**src/rtl/assert_macros.svh**
```systemverilog
// ----------------------------------------------------------------------------
// assert_macros.svh
// Assertion helpers for the RTL of the radix digit converter.
// ----------------------------------------------------------------------------
`ifndef ASSERT_MACROS_SVH
`define ASSERT_MACROS_SVH

// Property checked at every rising clock edge outside reset.
`define RDC_ASSERT(name, clk, rst_n, prop, msg) \
  name: assert property (@(posedge clk) disable iff (!rst_n) (prop)) \
    else $error(msg);

// Condition that must never hold outside reset.
`define RDC_ASSERT_NEVER(name, clk, rst_n, cond, msg) \
  name: assert property (@(posedge clk) disable iff (!rst_n) !(cond)) \
    else $error(msg);

`endif

```
**src/rtl/rdc_pkg.sv**
```systemverilog
// ----------------------------------------------------------------------------
// rdc_pkg
// Types and constants of the radix digit converter.
// ----------------------------------------------------------------------------
package rdc_pkg;

  localparam int unsigned BASE_W  = 4;
  localparam int unsigned DIGIT_W = 4;

  localparam logic [BASE_W-1:0] BASE_MIN = 4'd2;
  localparam logic [BASE_W-1:0] BASE_MAX = 4'd10;

  // Control sequencer states
  typedef enum logic [1:0] {
    ST_IDLE,
    ST_DIV,
    ST_POP,
    ST_OUT
  } rdc_state_e;

endpackage

```
**src/rtl/radix_digit_converter_core.sv**
```systemverilog
// Sequence: per digit, a bit-serial division over all VALUE_BITS dividend bits; then each
//   digit is popped from the stack and presented (plus output stall). An invalid base
//   skips the division and goes straight from idle to the output state.
// Throughput: one word at a time; the next input is taken after the last digit is taken.
//   The restoring divider (one quotient bit per cycle) sets the rate.
// Reset: rst_ni asynchronous, active low; clears the sequencer and the digit count.
// ----------------------------------------------------------------------------
// radix_digit_converter_core
// Converts an unsigned integer to base 2..10 digits, streamed most significant
// first, using a bit-serial divider and a digit stack.
// ----------------------------------------------------------------------------
`include "assert_macros.svh"

module radix_digit_converter_core
  import rdc_pkg::*;
#(
  parameter int unsigned VALUE_BITS  = 31,
  parameter int unsigned STACK_DEPTH = 32
) (
  input  logic                  clk_i,
  input  logic                  rst_ni,
  input  logic                  in_valid_i,
  output logic                  in_ready_o,
  input  logic [VALUE_BITS-1:0] value_i,
  input  logic [BASE_W-1:0]     base_i,
  output logic                  out_valid_o,
  input  logic                  out_ready_i,
  output logic [DIGIT_W-1:0]    digit_o,
  output logic                  last_o,
  output logic                  error_o
);

  localparam int unsigned BCNT_W = $clog2(VALUE_BITS);
  localparam int unsigned ADDR_W = $clog2(STACK_DEPTH);
  localparam int unsigned CNT_W  = $clog2(STACK_DEPTH + 1);

  localparam logic [BCNT_W-1:0] BCNT_LAST = BCNT_W'(VALUE_BITS - 1);
  localparam logic [CNT_W-1:0]  CNT_LIMIT = CNT_W'(STACK_DEPTH - 1);

  rdc_state_e state_q, state_d;

  logic [VALUE_BITS-1:0] val_q;
  logic [BASE_W-1:0]     base_q;
  logic [DIGIT_W-1:0]    rem_q;
  logic [BCNT_W-1:0]     bit_cnt_q;
  logic                  qnz_q;
  logic [CNT_W-1:0]      cnt_q, cnt_d;
  logic [DIGIT_W-1:0]    rd_data_q;
  logic                  last_q;
  logic                  err_q;

  logic [DIGIT_W-1:0] stack_mem [STACK_DEPTH];

  logic               in_fire;
  logic               out_fire;
  logic               base_ok;
  logic [DIGIT_W:0]   trial;
  logic               ge;
  logic [DIGIT_W-1:0] rem_next;
  logic               div_done;
  logic               more_digits;
  logic [ADDR_W-1:0]  wr_addr;
  logic [ADDR_W-1:0]  rd_addr;
  logic [CNT_W-1:0]   cnt_dec;

  assign in_fire  = in_valid_i && in_ready_o;
  assign out_fire = out_valid_o && out_ready_i;
  assign base_ok  = (base_i >= BASE_MIN) && (base_i <= BASE_MAX);

  // One restoring division step: bring down the next dividend bit
  assign trial    = {rem_q, val_q[VALUE_BITS-1]};
  assign ge       = trial >= {1'b0, base_q};
  assign rem_next = ge ? DIGIT_W'(trial - {1'b0, base_q}) : trial[DIGIT_W-1:0];
  assign div_done = (bit_cnt_q == BCNT_LAST);

  // Keep dividing while the quotient is nonzero and the stack has room
  assign more_digits = (qnz_q || ge) && (cnt_q < CNT_LIMIT);

  assign wr_addr = cnt_q[ADDR_W-1:0];
  assign cnt_dec = cnt_q - CNT_W'(1);
  assign rd_addr = cnt_dec[ADDR_W-1:0];

  // Next state
  always_comb begin
    state_d = state_q;
    case (state_q)
      ST_IDLE: begin
        if (in_fire) begin
          state_d = base_ok ? ST_DIV : ST_OUT;
        end
      end
      ST_DIV: begin
        if (div_done && !more_digits) begin
          state_d = ST_POP;
        end
      end
      ST_POP: begin
        state_d = ST_OUT;
      end
      ST_OUT: begin
        if (out_fire) begin
          state_d = last_q ? ST_IDLE : ST_POP;
        end
      end
      default: begin
        state_d = ST_IDLE;
      end
    endcase
  end

  // Digit count: cleared per word, up on each push, down on each pop
  always_comb begin
    cnt_d = cnt_q;
    case (state_q)
      ST_IDLE: begin
        if (in_fire) begin
          cnt_d = '0;
        end
      end
      ST_DIV: begin
        if (div_done) begin
          cnt_d = cnt_q + CNT_W'(1);
        end
      end
      ST_POP: begin
        cnt_d = cnt_dec;
      end
      default: begin
        cnt_d = cnt_q;
      end
    endcase
  end

  // Handshake and output word
  always_comb begin
    in_ready_o  = (state_q == ST_IDLE);
    out_valid_o = (state_q == ST_OUT);
    digit_o     = err_q ? '0 : rd_data_q;
    last_o      = last_q;
    error_o     = err_q;
  end

  // Control registers
  always_ff @(posedge clk_i or negedge rst_ni) begin
    if (!rst_ni) begin
      state_q <= ST_IDLE;
      cnt_q   <= '0;
    end else begin
      state_q <= state_d;
      cnt_q   <= cnt_d;
    end
  end

  // Divider datapath and output flags
  always_ff @(posedge clk_i) begin
    case (state_q)
      ST_IDLE: begin
        if (in_fire) begin
          val_q     <= value_i;
          base_q    <= base_i;
          rem_q     <= '0;
          bit_cnt_q <= '0;
          qnz_q     <= 1'b0;
          err_q     <= !base_ok;
          last_q    <= 1'b1;
        end
      end
      ST_DIV: begin
        val_q <= {val_q[VALUE_BITS-2:0], ge};
        if (div_done) begin
          rem_q     <= '0;
          bit_cnt_q <= '0;
          qnz_q     <= 1'b0;
        end else begin
          rem_q     <= rem_next;
          bit_cnt_q <= bit_cnt_q + BCNT_W'(1);
          qnz_q     <= qnz_q || ge;
        end
      end
      ST_POP: begin
        last_q <= (cnt_dec == '0);
      end
      default: begin
        err_q <= err_q;
      end
    endcase
  end

  // Digit stack: push at the end of each division, pop into the output register
  always_ff @(posedge clk_i) begin
    if (state_q == ST_DIV && div_done) begin
      stack_mem[wr_addr] <= rem_next;
    end
    if (state_q == ST_POP) begin
      rd_data_q <= stack_mem[rd_addr];
    end
  end

  // Checks
  `RDC_ASSERT(a_err_single, clk_i, rst_ni, (out_valid_o && error_o) |-> (last_o && digit_o == '0), "error word must be a single zero digit")
  `RDC_ASSERT_NEVER(a_busy_overlap, clk_i, rst_ni, in_ready_o && out_valid_o, "input taken while a digit is pending")
  `RDC_ASSERT(a_cnt_bound, clk_i, rst_ni, cnt_q <= CNT_W'(STACK_DEPTH), "digit count beyond stack depth")
  `RDC_ASSERT(a_last_idle, clk_i, rst_ni, (out_fire && last_o) |=> in_ready_o, "not idle after final digit")
  `RDC_ASSERT(a_last_empty, clk_i, rst_ni, (out_valid_o && last_o && !error_o) |-> (cnt_q == '0), "stack not empty on final digit")

endmodule
```
**config.mk**
```make
export PLATFORM = sky130hd
export DESIGN_NAME = radix_digit_converter_core
export DESIGN_NICKNAME = d
export VERILOG_FILES = /design/src/rtl/rdc_pkg.sv /design/src/rtl/radix_digit_converter_core.sv
export VERILOG_INCLUDE_DIRS = /design/src /design/src/rtl
export SDC_FILE = /design/constraint.sdc
export NUM_CORES = 1
export LEC_CHECK = 0
export BUFFER_PORTS_ARGS = -buffer_cell sky130_fd_sc_hd__buf_2
export CAP_MARGIN = 15
export CORE_UTILIZATION = 65
export DETAILED_ROUTE_END_ITERATION = 8
export GPL_ROUTABILITY_DRIVEN = 0
export PLACE_DENSITY = 0.81
export SYNTH_ARGS = -nofsm -noshare
export SYNTH_HDL_FRONTEND = slang
export SYNTH_SLANG_ARGS = --single-unit
```
**constraint.sdc**
```tcl
create_clock -name clk_i -period 9 [get_ports clk_i]
set_clock_uncertainty 0.05 [all_clocks]
set_input_delay 1.8 -clock clk_i [delete_from_list [all_inputs] [get_ports clk_i]]
set_output_delay 1.8 -clock clk_i [all_outputs]
set_load 0.02 [all_outputs]
```
After elaboration in Yosys (flattened, before gate mapping)
Memory sizes are Yosys's and may differ from the RTL's. A register that Yosys moved wholly into a read port is not among the register bits.
Index checks and enable logic that the tools add are counted.
{"block": "totals", "inputBits": 39, "mem_bits_rw": 128, "reg_bits": 55, "word_cells": 71, "output_inout_bits": 8, "n_memories": 1}
{"name": "stack_mem", "depth": 32, "word_bits": 4, "read_ports": 1, "rd_clocked_by_memory_dff": 1, "write_ports": 1, "line": "radix_digit_converter_core.sv:52", "text": "logic [DIGIT_W-1:0] stack_mem [STACK_DEPTH];"}
{"block": "op_classes", "n_addsub": 4, "reduce_logical": 19, "magnitude_cmp": 4, "n_eq_ne": 8, "n_mux": 26}
{"operator": "$pmux 31 s2", "count": 1}
{"operator": "$mux 31", "count": 1}
{"operator": "$pmux 6 s3", "count": 1}
{"operator": "$mux 4", "count": 4}
{"operator": "$mux 6", "count": 2}
{"operator": "$mux 2", "count": 5}
{"operator": "$mux 5", "count": 2}
{"operator": "$pmux 5 s2", "count": 1}
{"operator": "$pmux 2 s4", "count": 1}
{"operator": "$pmux 4 s2", "count": 1}
{"operator": "$add 6x1->6 const B", "count": 1}
{"operator": "$logic_and 1x1->1", "count": 6}
{"operator": "$logic_not 6->1", "count": 1}
{"operator": "$lt 6x5->1 const B", "count": 1}
{"operator": "$reduce_and 2->1", "count": 3}
{"operator": "$reduce_and 3->1", "count": 2}
{"operator": "$sub 6x1->6 const B", "count": 1}
{"operator": "$add 5x1->5 const B", "count": 1}
{"operator": "$eq 5x5->1 const B", "count": 1}
{"operator": "$ge 5x4->1", "count": 1}
{"operator": "$mux 1", "count": 5}
{"operator": "$eq 2x2->1 const B", "count": 2}
{"operator": "$ge 4x2->1 const B", "count": 1}
{"operator": "$le 4x4->1 const B", "count": 1}
{"operator": "other kinds (10)", "count": 15}

Depth between registers and ports, before layout
{"block": "depth", "word_depth": 7, "depth_mapped": 11, "mapped_depth_nobuf": 7}

Worst setup path after synthesis
OpenSTA, ideal clock, no wires.
{"block": "synth_path", "path_kind": "reg2reg", "from": "register state_q[0]", "to": "register bit_cnt_q[0], enable pin", "period_less_slack_ps": 4268, "path_buffers": 0, "stages_incl_launch_ff": 4, "arrival_time_ps": 3722, "setup_ps": 496, "slack_ps": 4732, "path_cell_list": "dfrtp_1 inv_1 ha_1 o21ai_0"}
{"block": "synth_via", "elab_chain_len": 4, "word_cells_on_any_way": 6}
{"element": "from (decl)", "line": "radix_digit_converter_core.sv:40", "text": "rdc_state_e state_q, state_d;"}
{"element": "from (signal assigned)", "line": "radix_digit_converter_core.sv:149", "text": "state_q <= state_d;"}
{"element": "$logic_not 2->1 (*)", "line": "radix_digit_converter_core.sv:136", "text": "in_ready_o = (state_q == ST_IDLE);"}
{"element": "named net in_ready_o", "line": "radix_digit_converter_core.sv:23", "text": "output logic in_ready_o,"}
{"element": "$logic_and 1x1->1", "line": "radix_digit_converter_core.sv:66", "text": "assign in_fire = in_valid_i && in_ready_o;"}
{"element": "$ne 2x1->1 (no line)"}
{"element": "$reduce_and 2->1 (no line) (*)"}
{"element": "to (signal assigned)", "line": "radix_digit_converter_core.sv:176", "text": "bit_cnt_q <= bit_cnt_q + BCNT_W'(1);"}
{"element": "to (decl)", "line": "radix_digit_converter_core.sv:45", "text": "logic [BCNT_W-1:0] bit_cnt_q;"}
The timed path passes the listed nets; every way through them passes the cells marked *.
A chain may end at the register's enable or synchronous reset.

Final worst setup path
{"block": "layout_path", "from": "register cnt_q[0]", "to": "register rd_data_q[3], read port of stack_mem, data pin"}
{"block": "layout_via", "elab_chain_len": 1}
{"element": "from (decl)", "line": "radix_digit_converter_core.sv:47", "text": "logic [CNT_W-1:0] cnt_q, cnt_d;"}
{"element": "from (signal assigned)", "line": "radix_digit_converter_core.sv:150", "text": "cnt_q <= cnt_d;"}
{"element": "$sub 6x1->6", "line": "radix_digit_converter_core.sv:80", "text": "assign cnt_dec = cnt_q - CNT_W'(1);"}
{"element": "to (decl)", "line": "radix_digit_converter_core.sv:48", "text": "logic [DIGIT_W-1:0] rd_data_q;"}
No other way between the ends.

==> metrics list <==
* Result of the run: complete, no violations
- Number of iterations in the first detailed-routing pass: 8
- In the synthesized netlist the async set-or-reset flop fraction comes to 0.0428.
* Clock tree from TritonCTS: done
- The share of total power dissipated in the clock network is 0.217.
* Sequential group share of total power: 0.430
* Headroom to the max-slew limit: 0.277
- Fraction of power spent switching nets: 0.335
* Leak Pwr: 3.18 nW
- Cells traversed along the worst timing path: buf_4 > inv_1 > ha_1 > buf_4 > mux4_2 > mux2_2 > o22ai_1 > nor2_1
- TritonCTS Buffers: 17
- For the pin with the worst max-slew slack, the measured transition is 1.08 ns.
- Worst EP required: 9.13 ns
- Summing every instance area after synthesis gives 8300 µm².
- STA classifies the critical path startpoint as a register.
* DP HPWL: 10.5 mm
- Fraction of layout cells with a size suffix above 1: 0.296
- Row generation in the floorplan step produced 40 rows.
* Worst slack at placement: 5.44 ns
- The share of the Yosys chip area taken by registers is 0.672.
- The final layout contains routed wiring with a total length of 16.5 mm.
* Buffer depth of the longest clock path: 2
- For this run the aggregate overflow at the end of global routing stands at 0.
* CP max-delay cell: sky130_fd_sc_hd__ha_1
- Placeable core region: 12,200 µm²
* Setup Total Neg Slack: 0 ns
- Tracing the worst setup path back leads to its startpoint at cnt_q[0].
- Count of nets left with antenna violations after detail routing: 0
* Internal power consumption: 0.00219 W
- Number of antenna violations at the first check in global routing: 0
* Area growth syn-to-layout: 11.4%
* Net Count, Synth: 563
- Cell repeated most along the worst path: sky130_fd_sc_hd__buf_4
- Top library cells by usage in the layout, fill and taps aside: sky130_fd_sc_hd__edfxtp_1 (179), sky130_fd_sc_hd__nor2_1 (48), sky130_fd_sc_hd__buf_2 (46), sky130_fd_sc_hd__mux2_2 (45), sky130_fd_sc_hd__mux4_2 (32)
- Largest driver fanout on the critical path: 46
* Arrival time of data at the critical path endpoint: 3.81 ns
- Post-cts repair resize count: 0
* Number of H-tree levels: 4
- Worst min-delay path startpoint: val_q[13]
- Maximum number of pins on one net before global-route repair: 47
* Post-Syn Area per Cell: 16.4 µm²
* Clock slew at reported path FFs: 0.06 ns
* Number of nets at the end of the flow: 611
* Global-route wire length before repair: 25.9 mm
- Number of remaining DRC errors: 0
- Hold crit path type: register to register
- Setup violations remaining at the end of the flow were counted as 0.
- The floorplan step defined a die boundary enclosing 13,200 µm².
* Floorplan die height: 115 µm
- Pwr dens: 355 nW/µm²
* Hold_buf cts: 0
- STA classifies the critical path endpoint as a register.
* Post-CTS Setup Repair Bufs: 0
- Max Freq: 271 MHz
- Most instantiated flip-flop cell in the synthesis netlist: sky130_fd_sc_hd__edfxtp_1
- The routed layout has 4,625 vias.
- Warning count from the yosys run: 0
* Vias per cell: 6.28
* Routed wire per std cell: 22.4 µm
* Area post-placement: 8690 µm²
- Summing all non-filler instances in the final layout gives an area of 9250 µm².
- For this run, the share of the core covered by cells in the final layout is 0.757.
- Launch point of the worst reg-to-reg path: cnt_q[0]
- Critical setup path kind: register to register
- Synth unique cells: 52
* Final Cycle Share: 0.409
- Cells after synthesis: 507
- After layout, the design draws a total of 0.00329 W.
* Minimum clock period after layout: 3.68 ns
- The number of slew-limit violations in the final report was 0.
* IO Pins: 47
* Clk_lat worst skew: 0.43 ns
* Clock tree root buffer cell: sky130_fd_sc_hd__clkbuf_16
- Maxcap violations: 0
- After layout, the worst setup slack is 5.32 ns.
- Number of failing hold endpoints at the final stage: 0
- Port Buffers: 46
- The synthesized design contains 179 enable-type register cells.
- ANT cells: 0
- The worst register-to-register path has a setup slack of 5.32 ns.
- Starting density of the core: 0.680
- Counting flops and latches in the post-synthesis netlist gives 187.
* Reported net switching power: 0.00110 W
- The via count of the first global-routing pass is 4,772.
* Peak supply drop: 0.000206 V
- Peak per-stage delay on the critical path: 0.88 ns
- Most frequent standard cell in the layout excluding fill and tap cells: sky130_fd_sc_hd__edfxtp_1
- From left edge to right edge, the die measures 115 µm.
- For this run, the total global-route usage over all layers was measured as 0.277.
- Setup repair after global routing left no endpoint under its margin.
- Violation count after the first detailed-routing iteration: 620
* Clock Sinks: 187
- The share of total power dissipated in combinational logic is 0.353.
-- kinds of logic (layout without fill, tap and decap cells) --
family,Yosys count,in the layout,share of synthesized area
compound gates,54,54,0.0446
buf+inv,45,106,0.0249
mux,93,93,0.167
flops,187,187,0.672
fa+ha+maj,17,17,0.0265
xor+xnor,7,7,0.00829
simple gates,104,104,0.0567
-- power by group through the flow --
stage	Sequential, W	Combinational (W)	Clock [W]
final	0.00141	0.00116	0.000711
after global routing	0.00142	0.00126	0.000748
after CTS	0.00141	0.00116	0.000718
after detailed placement	0.00143	0.00115	0
after global placement	0.00142	0.00109	0
after floorplan	0.00142	0.000830	0
-- stage by stage --
step	hold WS (ns)	cells
floorplan	0.473	507
global placement	0.476	704
detailed placement	0.489	704
CTS	0.505	736
global route	0.510	736
finish	0.501	736
-- flip-flops by register name, indices dropped and copies added, names as in the netlist --
register / flops
base_q: 4
bit_cnt_q: 5
cnt_q: 6
error_o: 1
last_o: 1
qnz_q: 1
rd_data_q: 4
rem_q: 4
stack_mem: 128
state_q: 2
val_q: 31
-- synth_stat cells (all sizes together) (3+ instances only) --
cell type | count | share of area
edfxtp | 179 | 0.65
nor2 | 48 | 0.022
mux2 | 45 | 0.061
mux4 | 32 | 0.087
nand2 | 23 | 0.010
inv | 21 | 0.0095
ha | 16 | 0.024
mux2i | 16 | 0.019
o21ai | 13 | 0.0078
buf | 12 | 0.010
clkbuf | 12 | 0.0054
a21oi | 9 | 0.0059
dfrtp | 8 | 0.024
nor2b | 7 | 0.0053
nor3 | 7 | 0.0042
o22ai | 6 | 0.0045
nand3 | 5 | 0.0030
a22o | 4 | 0.0042
nand2b | 4 | 0.0030
xor2 | 4 | 0.0051
a21o | 3 | 0.0027
o31ai | 3 | 0.0033
xnor2 | 3 | 0.0032
-- path summary, 6_finish.rpt --
| check | end | cells after the start |
|---|---|---|
| hold reg to reg | val_q[14] | 1 |
| setup / recovery | rd_data_q[3] | 8 |
| min in group asynchronous | cnt_q[1] | 1 |
| hold / removal | val_q[14] | 1 |
| max in group asynchronous | cnt_q[0] | 1 |
| setup reg to reg | rd_data_q[3] | 8 |
-- area by class of cell --
cell class / instances / area [µm²]
timing repair buffer: 53 / 283
sequential: 187 / 5580
fill: 739 / 2960
inverter: 21 / 78.8
multi-input combinational: 275 / 2540
clock buffer: 19 / 433
tap: 168 / 210
clock inverter: 13 / 126
-- critical path: cells and delay by family, from the launching register on --
kind / cells / cell delay, ns
and+or+nand+nor: 1 / 0.08
DFF: 1 / 0.34
muxes: 2 / 0.61
buffers and inverters: 3 / 1.19
AOI/OAI and AO/OA: 1 / 0.24
adders and majority gates: 1 / 0.88
-- layer usage --
layer | global-route usage | wire, µm | share of wire
met5 | 0 | 0 | 0
met4 | 0.100 | 367 | 0.022
met1 | 0.366 | 6340 | 0.38
met3 | 0.0796 | 1400 | 0.085
met2 | 0.445 | 8370 | 0.51
Note: power is estimated with default switching activity, not from simulation.
